**src/rtl/core/trapezoid_fuzzifier_assert.svh**
```systemverilog
// assertion macros shared by the trapezoid fuzzifier rtl
`ifndef TRAPEZOID_FUZZIFIER_ASSERT_SVH
`define TRAPEZOID_FUZZIFIER_ASSERT_SVH

// condition holds at every edge out of reset
`define TF_ASSERT_HOLD(label, clk, rst_n, cond) \
  label: assert property (@(posedge clk) disable iff (!rst_n) (cond)) \
    else $error("tf assertion failed: invariant");

// consequent holds in the same cycle as the antecedent
`define TF_ASSERT_IMP(label, clk, rst_n, ante, cons) \
  label: assert property (@(posedge clk) disable iff (!rst_n) (ante) |-> (cons)) \
    else $error("tf assertion failed: implication");

// consequent holds in the cycle after the antecedent
`define TF_ASSERT_NEXT(label, clk, rst_n, ante, cons) \
  label: assert property (@(posedge clk) disable iff (!rst_n) (ante) |=> (cons)) \
    else $error("tf assertion failed: next cycle");

`endif

```
**src/rtl/core/tf_pkg.sv**
```systemverilog
// shared types and constants of the trapezoid fuzzifier
package tf_pkg;

  localparam int SET_COUNT    = 4;
  localparam int SAMPLE_WIDTH = 16;

  localparam int NUM_REGS   = 8;
  localparam int REG_W      = 16;
  localparam int REG_IDX_W  = 3;
  localparam int CFG_ADDR_W = 5;
  localparam int APB_DATA_W = 32;
  localparam int QUOT_W     = 15;
  localparam int DIV_STEPS  = QUOT_W;
  localparam int DIV_CNT_W  = $clog2(DIV_STEPS);

  typedef logic [REG_W-1:0]  bound_t;
  typedef logic [1:0]        set_idx_t;
  typedef logic [QUOT_W-1:0] quot_t;
  typedef logic [NUM_REGS-1:0][REG_W-1:0] cfg_bank_t;

  localparam logic [31:0] SAMPLE_MASK32 =
    (SAMPLE_WIDTH >= 32) ? 32'hFFFF_FFFF : ((32'd1 << SAMPLE_WIDTH) - 32'd1);
  localparam bound_t SAMPLE_MASK = SAMPLE_MASK32[REG_W-1:0];

  localparam bound_t   ONE_Q15  = 16'd32768;
  localparam bound_t   ZERO_Q15 = 16'd0;
  localparam set_idx_t FIRST_SET = 2'd0;
  localparam set_idx_t LAST_SET  = set_idx_t'(SET_COUNT - 1);

  localparam cfg_bank_t CFG_RESET = {
    16'd65535, 16'd49152, 16'd40959, 16'd32768,
    16'd24575, 16'd16384, 16'd8191,  16'd0
  };

  typedef struct packed {
    logic   start;
    bound_t gap_dist;
    bound_t span;
  } div_req_t;

  typedef struct packed {
    logic  done;
    quot_t quot;
  } div_rsp_t;

endpackage

```
**src/rtl/core/tf_if.sv**
```systemverilog
// stream interfaces for the sample and membership beats
interface tf_in_if;
  logic           valid;
  logic           ready;
  tf_pkg::bound_t crisp_value;

  modport source (output valid, output crisp_value, input ready);
  modport sink (input valid, input crisp_value, output ready);
endinterface

interface tf_out_if;
  logic             valid;
  logic             ready;
  tf_pkg::set_idx_t set_index;
  tf_pkg::bound_t   degree;
  logic             last_of_run;

  modport source (output valid, output set_index, output degree, output last_of_run,
                  input ready);
  modport sink (input valid, input set_index, input degree, input last_of_run,
                output ready);
endinterface

```
**src/rtl/core/tf_cfg_regs.sv**
```systemverilog
// apb register bank holding the plateau bounds
module tf_cfg_regs (
  input  logic                             clk_i,
  input  logic                             rst_ni,
  input  logic                             psel,
  input  logic                             penable,
  input  logic                             pwrite,
  input  logic [tf_pkg::CFG_ADDR_W-1:0]    paddr,
  input  logic [tf_pkg::APB_DATA_W-1:0]    pwdata,
  output logic [tf_pkg::APB_DATA_W-1:0]    prdata,
  output logic                             pready,
  output tf_pkg::cfg_bank_t                regs_o
);
  import tf_pkg::*;

  cfg_bank_t               regs_q;
  logic [REG_IDX_W-1:0]    idx;
  logic                    wr_en;

  assign idx    = paddr[CFG_ADDR_W-1:2];
  assign pready = 1'b1;
  assign wr_en  = psel && penable && pwrite && pready;

  always_ff @(posedge clk_i or negedge rst_ni) begin
    if (!rst_ni) begin
      regs_q <= CFG_RESET;
    end else if (wr_en) begin
      regs_q[idx] <= pwdata[REG_W-1:0];
    end
  end

  assign prdata = {{(APB_DATA_W-REG_W){1'b0}}, regs_q[idx]};
  assign regs_o = regs_q;

endmodule

```
**src/rtl/core/tf_divider.sv**
```systemverilog
// shared restoring divider, one quotient bit a cycle, gap_dist < span
module tf_divider (
  input  logic             clk_i,
  input  logic             rst_ni,
  input  tf_pkg::div_req_t req_i,
  output tf_pkg::div_rsp_t rsp_o
);
  import tf_pkg::*;

  logic                 busy_q, busy_d;
  logic                 done_q, done_d;
  logic [DIV_CNT_W-1:0] cnt_q, cnt_d;
  bound_t               rem_q, rem_d;
  bound_t               span_q, span_d;
  quot_t                quot_q, quot_d;
  logic [REG_W:0]       shifted;
  logic [REG_W:0]       trial;
  logic                 fits;

  // remainder stays below span, so one spare bit covers the doubling
  assign shifted = {rem_q, 1'b0};
  assign trial   = shifted - {1'b0, span_q};
  assign fits    = (shifted >= {1'b0, span_q});

  always_comb begin
    busy_d = busy_q;
    done_d = 1'b0;
    cnt_d  = cnt_q;
    rem_d  = rem_q;
    span_d = span_q;
    quot_d = quot_q;
    if (req_i.start) begin
      busy_d = 1'b1;
      cnt_d  = '0;
      rem_d  = req_i.gap_dist;
      span_d = req_i.span;
      quot_d = '0;
    end else if (busy_q) begin
      rem_d  = fits ? trial[REG_W-1:0] : shifted[REG_W-1:0];
      quot_d = {quot_q[QUOT_W-2:0], fits};
      cnt_d  = cnt_q + 1'b1;
      if (cnt_q == DIV_CNT_W'(DIV_STEPS - 1)) begin
        busy_d = 1'b0;
        done_d = 1'b1;
      end
    end
  end

  always_ff @(posedge clk_i or negedge rst_ni) begin
    if (!rst_ni) begin
      busy_q <= 1'b0;
      done_q <= 1'b0;
      cnt_q  <= '0;
      rem_q  <= '0;
      span_q <= '0;
      quot_q <= '0;
    end else begin
      busy_q <= busy_d;
      done_q <= done_d;
      cnt_q  <= cnt_d;
      rem_q  <= rem_d;
      span_q <= span_d;
      quot_q <= quot_d;
    end
  end

  assign rsp_o.done = done_q;
  assign rsp_o.quot = quot_q;

endmodule

```
**src/rtl/core/trapezoid_fuzzifier.sv**
```systemverilog
// trapezoid fuzzifier top: per-set sequencer around one shared divider
// each set goes to its beat straight from eval (plateau, end or zero) or through the divider (ramp)
// the ramp path waits on the 15-step divider; the beats of a sample come out one set at a time
// a new sample is taken only after the last set's beat of the previous sample is taken
// reset: bounds return to their default row, sequencer and divider go idle
`include "trapezoid_fuzzifier_assert.svh"

module trapezoid_fuzzifier (
  input  logic                          clk_i,
  input  logic                          rst_ni,
  tf_in_if.sink                         in_i,
  tf_out_if.source                      out_o,
  input  logic                          psel,
  input  logic                          penable,
  input  logic                          pwrite,
  input  logic [tf_pkg::CFG_ADDR_W-1:0] paddr,
  input  logic [tf_pkg::APB_DATA_W-1:0] pwdata,
  output logic [tf_pkg::APB_DATA_W-1:0] prdata,
  output logic                          pready
);
  import tf_pkg::*;

  // idle waits for a sample, eval classifies one set, div waits on the
  // shared divider, out holds the beat until the sink takes it
  typedef enum logic [1:0] {
    S_IDLE,
    S_EVAL,
    S_DIV,
    S_OUT
  } state_e;

  state_e    state_q, state_d;
  set_idx_t  idx_q, idx_d;
  bound_t    x_q, x_d;
  bound_t    degree_q, degree_d;
  logic      rising_q, rising_d;

  cfg_bank_t regs;
  div_req_t  div_req;
  div_rsp_t  div_rsp;

  // bounds of the current set and its neighbours
  logic [REG_IDX_W-1:0] lo_idx, hi_idx, pm_idx, nm_idx;
  bound_t lo, hi, pm, nm;

  // classification of the current set
  logic   need_div;
  logic   rising;
  bound_t fixed_deg;
  bound_t gap_dist;
  bound_t span;

  tf_cfg_regs u_cfg (
    .clk_i   (clk_i),
    .rst_ni  (rst_ni),
    .psel    (psel),
    .penable (penable),
    .pwrite  (pwrite),
    .paddr   (paddr),
    .pwdata  (pwdata),
    .prdata  (prdata),
    .pready  (pready),
    .regs_o  (regs)
  );

  tf_divider u_div (
    .clk_i  (clk_i),
    .rst_ni (rst_ni),
    .req_i  (div_req),
    .rsp_o  (div_rsp)
  );

  // register indices wrap modulo the bank, as the outer neighbours of the first and last sets are never used
  assign lo_idx = {idx_q, 1'b0};
  assign hi_idx = {idx_q, 1'b1};
  assign pm_idx = {idx_q, 1'b0} - 3'd1;
  assign nm_idx = {idx_q, 1'b0} + 3'd2;

  assign lo = regs[lo_idx];
  assign hi = regs[hi_idx];
  assign pm = regs[pm_idx];
  assign nm = regs[nm_idx];

  // one set per pass: plateau, end set, beyond the neighbour's bound, or a ramp
  always_comb begin
    need_div  = 1'b0;
    rising    = 1'b0;
    fixed_deg = ONE_Q15;
    gap_dist  = x_q - pm;
    span      = lo - pm;
    if (x_q >= lo && x_q <= hi) begin
      fixed_deg = ONE_Q15;
    end else if (x_q < lo) begin
      // rising side, gap after the previous set's high bound
      if (idx_q == FIRST_SET) begin
        fixed_deg = ONE_Q15;
      end else if (x_q <= pm) begin
        fixed_deg = ZERO_Q15;
      end else begin
        need_div = 1'b1;
        rising   = 1'b1;
      end
    end else begin
      // falling side, gap before the next set's low bound
      gap_dist = x_q - hi;
      span     = nm - hi;
      if (idx_q == LAST_SET) begin
        fixed_deg = ONE_Q15;
      end else if (x_q >= nm) begin
        fixed_deg = ZERO_Q15;
      end else begin
        need_div = 1'b1;
      end
    end
  end

  assign div_req.start    = (state_q == S_EVAL) && need_div;
  assign div_req.gap_dist = gap_dist;
  assign div_req.span     = span;

  always_comb begin
    state_d  = state_q;
    idx_d    = idx_q;
    x_d      = x_q;
    degree_d = degree_q;
    rising_d = rising_q;
    case (state_q)
      S_IDLE: begin
        if (in_i.valid) begin
          x_d     = in_i.crisp_value & SAMPLE_MASK;
          idx_d   = FIRST_SET;
          state_d = S_EVAL;
        end
      end
      S_EVAL: begin
        if (need_div) begin
          rising_d = rising;
          state_d  = S_DIV;
        end else begin
          degree_d = fixed_deg;
          state_d  = S_OUT;
        end
      end
      S_DIV: begin
        if (div_rsp.done) begin
          degree_d = rising_q ? {1'b0, div_rsp.quot} : (ONE_Q15 - {1'b0, div_rsp.quot});
          state_d  = S_OUT;
        end
      end
      S_OUT: begin
        if (out_o.ready) begin
          if (idx_q == LAST_SET) begin
            state_d = S_IDLE;
          end else begin
            idx_d   = idx_q + 1'b1;
            state_d = S_EVAL;
          end
        end
      end
      default: begin
        state_d = S_IDLE;
      end
    endcase
  end

  always_ff @(posedge clk_i or negedge rst_ni) begin
    if (!rst_ni) begin
      state_q  <= S_IDLE;
      idx_q    <= FIRST_SET;
      x_q      <= '0;
      degree_q <= '0;
      rising_q <= 1'b0;
    end else begin
      state_q  <= state_d;
      idx_q    <= idx_d;
      x_q      <= x_d;
      degree_q <= degree_d;
      rising_q <= rising_d;
    end
  end

  // one beat per set, held in registers until taken
  assign in_i.ready        = (state_q == S_IDLE);
  assign out_o.valid       = (state_q == S_OUT);
  assign out_o.set_index   = idx_q;
  assign out_o.degree      = degree_q;
  assign out_o.last_of_run = (idx_q == LAST_SET);

  `TF_ASSERT_IMP(a_degree_range, clk_i, rst_ni, out_o.valid, out_o.degree <= ONE_Q15)
  `TF_ASSERT_NEXT(a_busy_after_accept, clk_i, rst_ni, in_i.valid && in_i.ready, !in_i.ready)
  `TF_ASSERT_NEXT(a_idle_after_last, clk_i, rst_ni, out_o.valid && out_o.ready && out_o.last_of_run, in_i.ready)
  `TF_ASSERT_HOLD(a_no_overlap, clk_i, rst_ni, !(in_i.ready && out_o.valid))

endmodule
```
**src/flat_wrapper.sv**
```systemverilog
// flat-port wrapper written by rule: the top's interface ports become plain ports
module trapezoid_fuzzifier_flat import tf_pkg::*;
  (clk_i, rst_ni, psel, penable, pwrite, paddr, pwdata, prdata, pready, in_i_valid, in_i_crisp_value, in_i_ready, out_o_valid, out_o_set_index, out_o_degree, out_o_last_of_run, out_o_ready);
  tf_in_if in_i_i ();
  tf_out_if out_o_i ();
  input  logic clk_i;
  input  logic rst_ni;
  input  logic psel;
  input  logic penable;
  input  logic pwrite;
  input  logic [tf_pkg::CFG_ADDR_W-1:0] paddr;
  input  logic [tf_pkg::APB_DATA_W-1:0] pwdata;
  output logic [tf_pkg::APB_DATA_W-1:0] prdata;
  output logic pready;
  input wire logic [$bits(in_i_i.valid)-1:0] in_i_valid;
  input wire logic [$bits(in_i_i.crisp_value)-1:0] in_i_crisp_value;
  output wire logic [$bits(in_i_i.ready)-1:0] in_i_ready;
  output wire logic [$bits(out_o_i.valid)-1:0] out_o_valid;
  output wire logic [$bits(out_o_i.set_index)-1:0] out_o_set_index;
  output wire logic [$bits(out_o_i.degree)-1:0] out_o_degree;
  output wire logic [$bits(out_o_i.last_of_run)-1:0] out_o_last_of_run;
  input wire logic [$bits(out_o_i.ready)-1:0] out_o_ready;
  assign in_i_i.valid = in_i_valid;
  assign in_i_i.crisp_value = in_i_crisp_value;
  assign in_i_ready = in_i_i.ready;
  assign out_o_valid = out_o_i.valid;
  assign out_o_set_index = out_o_i.set_index;
  assign out_o_degree = out_o_i.degree;
  assign out_o_last_of_run = out_o_i.last_of_run;
  assign out_o_i.ready = out_o_ready;
  trapezoid_fuzzifier u_core (.clk_i(clk_i), .rst_ni(rst_ni), .in_i(in_i_i), .out_o(out_o_i), .psel(psel), .penable(penable), .pwrite(pwrite), .paddr(paddr), .pwdata(pwdata), .prdata(prdata), .pready(pready));
endmodule
```
**config.mk**
```make
export PLATFORM = sky130hd
export DESIGN_NAME = trapezoid_fuzzifier_flat
export DESIGN_NICKNAME = d
export VERILOG_FILES = /design/src/rtl/core/tf_pkg.sv /design/src/rtl/core/tf_if.sv /design/src/rtl/core/tf_cfg_regs.sv /design/src/rtl/core/tf_divider.sv /design/src/rtl/core/trapezoid_fuzzifier.sv /design/src/flat_wrapper.sv
export VERILOG_INCLUDE_DIRS = /design/src /design/src/rtl/core
export SDC_FILE = /design/constraint.sdc
export NUM_CORES = 1
export LEC_CHECK = 0
export ABC_AREA = 1
export BUFFER_PORTS_ARGS = -buffer_cell sky130_fd_sc_hd__buf_2
export CORE_ASPECT_RATIO = 1.1
export CORE_MARGIN = 2
export CORE_UTILIZATION = 55
export CTS_CLUSTER_DIAMETER = 200
export DETAILED_ROUTE_END_ITERATION = 10
export GPL_ROUTABILITY_DRIVEN = 0
export GPL_TIMING_DRIVEN = 0
export PLACE_DENSITY = 0.72
export SYNTH_ARGS = -nofsm -noshare
export SYNTH_HDL_FRONTEND = slang
export SYNTH_SLANG_ARGS = --single-unit
export TNS_END_PERCENT = 10
```
**constraint.sdc**
```tcl
create_clock -name clk_i -period 8.2 [get_ports clk_i]
set_input_delay 1.64 -clock clk_i [delete_from_list [all_inputs] [get_ports clk_i]]
set_output_delay 1.64 -clock clk_i [all_outputs]
set_load 0.005 [all_outputs]
```
# == After elaboration in Yosys (flattened, before gate mapping) ==
# Index checks and enable logic that the tools add are counted.
# word_totals
in_bits,60
wordCells,124
reg_bits,218
# classes
n_mux,58
order_cmp,12
eq_ne,10
n_reduce_logical,15
add_sub_neg,10
# op_table
cell,n
$mux 16,22
$bmux 16 s3,3
$bwmux 128,1
$sub 16x16->16,5
$bmux 16 s2,2
$demux 16 s3,1
$ge 16x16->1,2
$le 16x16->1,2
$pmux 16 s2,1
$mux 15,2
$lt 3x4->1 const B,5
$ge 17x16->1,1
$lt 16x16->1,1
$mux 1,16
$sub 16x15->16 const A,1
$mux 2,6
$mux 4,2
$ne 2x2->1 const B,4
$pmux 2 s4,1
$eq 2x2->1 const B,3
$reduce_and 3->1,2
$reduce_bool 2->1,3
$logic_and 1x1->1,5
$add 4x1->4 const B,1
11 further kinds,13

# == Depth between registers and ports, before layout ==
# depth
ltp_word,10
depth_mapped,27
ltp_nobuf,22

# == Cells and area by module ==
# A second synthesis with hierarchy kept.
# hier_totals
hier_cells,2667
hier_area_um2,17961.0
# by_module_without_submodules
mod,area_each_um2,cells_per_inst,instances
trapezoid_fuzzifier,8156.6,1324,1
tf_cfg_regs,6535.0,907,1
tf_divider,3269.4,436,1

# == Worst setup path after synthesis ==
# OpenSTA, ideal clock, no wires.
# synth_path
path_kind,input to output
startpoint,input paddr[2] (netlist name)
endpoint,output prdata[5] (netlist name)
path_buffers,1
slack_ns,3.841
stages,7
arrival_time_ns,2.719
cell_sequence,inv_1 > nor3_1 > inv_1 > clkbuf_1 > o22ai_1 > a221oi_1 > o2111ai_1
# synth_via
elab_chain_len,2
# synth_lines
element,line_no,rtl
"start, declared",flat_wrapper.sv:11,input logic [tf_pkg::CFG_ADDR_W-1:0] paddr;
$bmux 16 s3,tf_cfg_regs.sv:32,"assign prdata = {{(APB_DATA_W-REG_W){1'b0}}, regs_q[idx]};"
$mux 16 (not written as such),tf_cfg_regs.sv:32,
"end, declared",flat_wrapper.sv:13,output logic [tf_pkg::APB_DATA_W-1:0] prdata;
# No other way between the ends. The select of a mux whose other input is x is not followed.

# == Final worst setup path ==
# layout_path
startpoint,register u_core.idx_q[1] (netlist: u_core.out_o.set_index[1])
endpoint,register u_core.u_div.span_q[14]
# layout_via
elab_chain_len,9
elab_cells_between_ends,29
# layout_lines
element,line_no,rtl
"start, declared",trapezoid_fuzzifier.sv:33,"set_idx_t idx_q, idx_d;"
"start signal, assigned",trapezoid_fuzzifier.sv:175,idx_q <= idx_d;
$add 3x2->3 / $sub 3x1->3 (equally long branches),"trapezoid_fuzzifier.sv:77, trapezoid_fuzzifier.sv:76",
"$bmux 16 s3, on equally long branches","trapezoid_fuzzifier.sv:82, trapezoid_fuzzifier.sv:81",
"$mux 16, on equally long branches","trapezoid_fuzzifier.sv:82, trapezoid_fuzzifier.sv:81",
$ge 16x16->1 / $le 16x16->1 (equally long branches),"trapezoid_fuzzifier.sv:109, trapezoid_fuzzifier.sv:97",
"$mux 1, on equally long branches","trapezoid_fuzzifier.sv:109, trapezoid_fuzzifier.sv:97",
"$mux 1, on equally long branches","trapezoid_fuzzifier.sv:107, trapezoid_fuzzifier.sv:95",
$mux 1,trapezoid_fuzzifier.sv:93,end else if (x_q < lo) begin
$mux 1,trapezoid_fuzzifier.sv:91,if (x_q >= lo && x_q <= hi) begin
$logic_and 1x1->1,trapezoid_fuzzifier.sv:117,assign div_req.start = (state_q == S_EVAL) && need_div;
"end signal, assigned",tf_divider.sv:62,span_q <= span_d;
"end, declared",tf_divider.sv:14,"bound_t span_q, span_d;"
# Parallel ways exist; a longest one is shown, timed or not. The select of a mux whose other input is x is not followed.
# A chain may end at the register's enable or synchronous reset.

==> results by group <==
Route
  • 1st-iter DRT viols: 2,310
  • DR vias/cell: 6.128
  • Number of antenna-violating nets in the routed design: 0
  • Wire per inst: 21.17 um
  • Drt pass-1 iters: 6
  • Vias: 18,580
  • DRC Markers: 0
  • WL final: between 60,000 and 70,000 um

CTS
  • CTS clock-pin slew for the worst setup and hold paths: 0.06 ns
  • Post-CTS setup buffers: 0
  • Resized Gates After CTS: 0
  • Root buf cell: clkbuf_16
  • CTS tree: yes
  • Worst skew pair latency: 0.56 ns
  • CTS Hold Bufs: 0
  • CTS Buffer Depth: 3
  • Clock Sinks: 218
  • Inserted Clock Buffers: 24
  • Htree depth: 1

GRT
  • First-pass GRT wire length: 99,440 um
  • All-Layer GR Usage: 0.3865
  • Vias in the first global route: 18,140
  • Largest net degree at the start of global routing: 111
  • Total grt overflow: 0
  • Initial antenna violation count: 1

Worst setup path
  • Crit-path slowest cell: clkbuf_1
  • CP Capture Type: flip-flop
  • CP startpoint kind: flip-flop
  • Crit path cell chain: inv_2 -> buf_1 -> clkbuf_1 -> ha_1 -> clkinv_1 -> clkbuf_1 -> o21ai_0 -> a21oi_1 -> a21oi_1 -> ha_1 -> fa_1 -> nand3b_1 -> nand2_1 -> nand2_1 -> nand2_1 -> nand2_1 -> nand2_1 -> nand2_2 -> nor2_1 -> nand2_2 -> nand2_2 -> buf_4 -> nand4_1 -> o21ai_0
  • WP data arrival: just under 7 ns
  • Cell mode on critical path: nand2_1
  • Crit-path max FO: 10
  • Type of the worst setup path: reg2reg
  • Max stage delay on crit path: 0.60 ns
  • Required @ worst endpoint: just under 9 ns

Finish
  • Most common cell after layout, fill and taps aside: nand2_1
  • Fraction of layout cells with a size suffix above 1: 0.1043
  • Most frequent cells in the layout: nand2_1 (652), inv_1 (285), o21ai_0 (264)
  • Fillcell total: 2,860
  • # diodes: 0
  • Final nets: 2,784
  • Area growth from synthesis to layout: 11.14%

STA
  • Final Critical Period: 6.285 ns
  • Slew Limit Headroom: -0.1356
  • Final hold violation count: 0
  • Crit share post-route: 0.7665
  • Worst Max-Slew Pin Slew: 1.690 ns
  • Final number of setup-violating endpoints: 0
  • Fmax: approximately 160 MHz
  • Sum of negative setup slack: 0 ns
  • Setup WS post-layout: 1.915 ns
  • Max-slew violations: 8
  • RSZ-0062 raised after global routing: no
  • Worst Skew: 0.02561 ns

Flow run
  • Max-Cap Viols: 1

Synthesis
  • Cell count after synthesis: 2,480
  • Post-synth EDFFs: 0
  • Async set-or-reset flop fraction in the synthesized netlist: 1.000
  • Total of warnings raised by yosys: 0
  • Top_reg_cell synth: dfrtp_1
  • Post-synth cell types: 51
  • Syn_area_per_cell: 6.947 um2
  • FF+latch count, synth: around 220
  • Mapped cell area: 17,230 um2
  • Sequential element share of the synthesized area: 0.3211

Die
  • Die Height: 189.6 um
  • Die area: 32,760 um2
  • # IOs: around 110
  • Rows: 67
  • Initial core utilization: 0.5615
  • Core ar.: 30,680 um2
  • Die X: 172.7 um

Worst hold path
  • Class of the worst hold path: reg2reg

Placement
  • IO buf count: 78
  • DP HPWL: 49,380 um
  • Dpl ws: between 2 and 2.5 ns

Outcome
  • Failing checks: capacitance limit, slew limit
  • Outcome: complete, but fails checks
per-layer routing:
layer  global-route usage  vias up  routed length, um
li1                     -     8549                  -
met1               0.4389     8580              23290
met2               0.6413     1090              29100
met3              0.07454      358               5735
met4               0.3087        2               6039
met5                    0        -                 13
cell families (layout without fill, tap and decap cells):
kind of cell | after synthesis | count (layout) | synth area share
DFF | 218 | 218 | 0.3211
and+or+nand+nor | 1048 | 1048 | 0.2556
muxes | 14 | 14 | 0.009151
xor gates and xnor gates | 40 | 40 | 0.02034
adders and majority gates | 124 | 124 | 0.09224
AOI/OAI and AO/OA | 620 | 620 | 0.2028
buffers and inverters | 414 | 537 | 0.09834
other | 2 | 17 | 0.0004359
area by class of cell:
| class | instances | area, um2 | area share |
|---|---|---|---|
| buffer | 122 | 598.1 | 0.03124 |
| sequential | 218 | 5532 | 0.2889 |
| inverter | 292 | 1096 | 0.05724 |
| multi-input combinational | 1863 | 10060 | 0.5253 |
| clock inverter | 8 | 201.4 | 0.01052 |
| clock buffer | 36 | 715.7 | 0.03738 |
| timing repair buffer | 79 | 427.9 | 0.02235 |
| tap | 414 | 518.0 | 0.02705 |
state kept, by name, summed over array words and instances, names as in the netlist, 2 cells and up:
| name | cells |
|---|---|
| u_core.u_cfg.regs_o | 128 |
| u_core.out_o.degree | 16 |
| u_core.u_div.rem_q | 16 |
| u_core.u_div.span_q | 16 |
| u_core.x_q | 16 |
| u_core.u_div.quot_q | 15 |
| u_core.u_div.cnt_q | 4 |
| u_core.out_o.set_index | 2 |
| u_core.state_q | 2 |
per-stage QoR:
step	cells	hold WS, ns	cell area, um2	util
after floorplan	2495	0.4530	17280	-
after global placement	2987	0.4638	18190	0.5929
after detailed placement	2988	0.4655	18230	0.5942
after CTS	3032	0.4814	19150	0.6241
after global routing	3032	0.5088	19150	0.6241
final	3032	0.4749	19150	0.6241
worst paths after layout:
path | from | endpoint | slack [ns] | cells after the start
worst max-delay path | u_core.out_o.set_index[1] | u_core.u_div.span_q[14] | 1.92 | 24
worst min-delay path | u_core.out_o.degree[12] | u_core.out_o.degree[12] | 0.47 | 2
worst max register to register | u_core.out_o.set_index[1] | u_core.u_div.span_q[14] | 1.92 | 24
worst min register to register | u_core.out_o.degree[12] | u_core.out_o.degree[12] | 0.47 | 2
max in group asynchronous | rst_ni | u_core.u_cfg.regs_o[39] | 6.04 | 2
min in group asynchronous | rst_ni | u_core.u_div.rem_q[0] | 1.10 | 1
cell usage after synthesis, types with 2 or more instances:
master	instances	area share
a21oi_1	208	0.060
a31o_2	3	0.0015
nor3_1	22	0.0064
nand4_1	30	0.011
nand3_2	2	0.0012
mux2_2	14	0.0092
ha_1	119	0.086
inv_1	285	0.062
o21a_1	5	0.0022
buf_1	9	0.0020
o22ai_1	11	0.0040
fa_1	5	0.0058
nor2_1	128	0.028
buf_6	5	0.0033
xnor2_1	18	0.0092
o21ai_0	264	0.077
clkbuf_1	68	0.015
nor4_1	5	0.0018
o21ai_1	24	0.0070
nand2_2	9	0.0033
or2_2	7	0.0025
a32oi_1	32	0.016
dfrtp_1	157	0.23
xor2_1	22	0.011
o31ai_1	3	0.0013
a21o_1	5	0.0022
buf_4	21	0.0092
nor3_2	4	0.0023
a221oi_1	18	0.0092
dfstp_2	61	0.093
o21bai_1	5	0.0022
nand3_1	175	0.051
o2bb2ai_1	6	0.0031
inv_2	6	0.0013
o211ai_1	8	0.0035
conb_1	2	0.00044
o2111ai_1	10	0.0051
a22oi_1	14	0.0061
nand3b_1	10	0.0044
buf_2	18	0.0052
nand2_1	652	0.14
critical path, delay by kind of cell (launching register included):
kind	cells	cell delay [ns]
buffers and inverters	6	2.41
AND/OR/NAND/NOR	11	1.54
adder cells (fa/ha/maj)	3	1.07
flip-flops	1	0.58
AO/OA/AOI/OAI	4	0.58
Power is left out: the tool's default activity adds up to more than one toggle a clock period on the data nets, which glitch-free logic cannot reach.
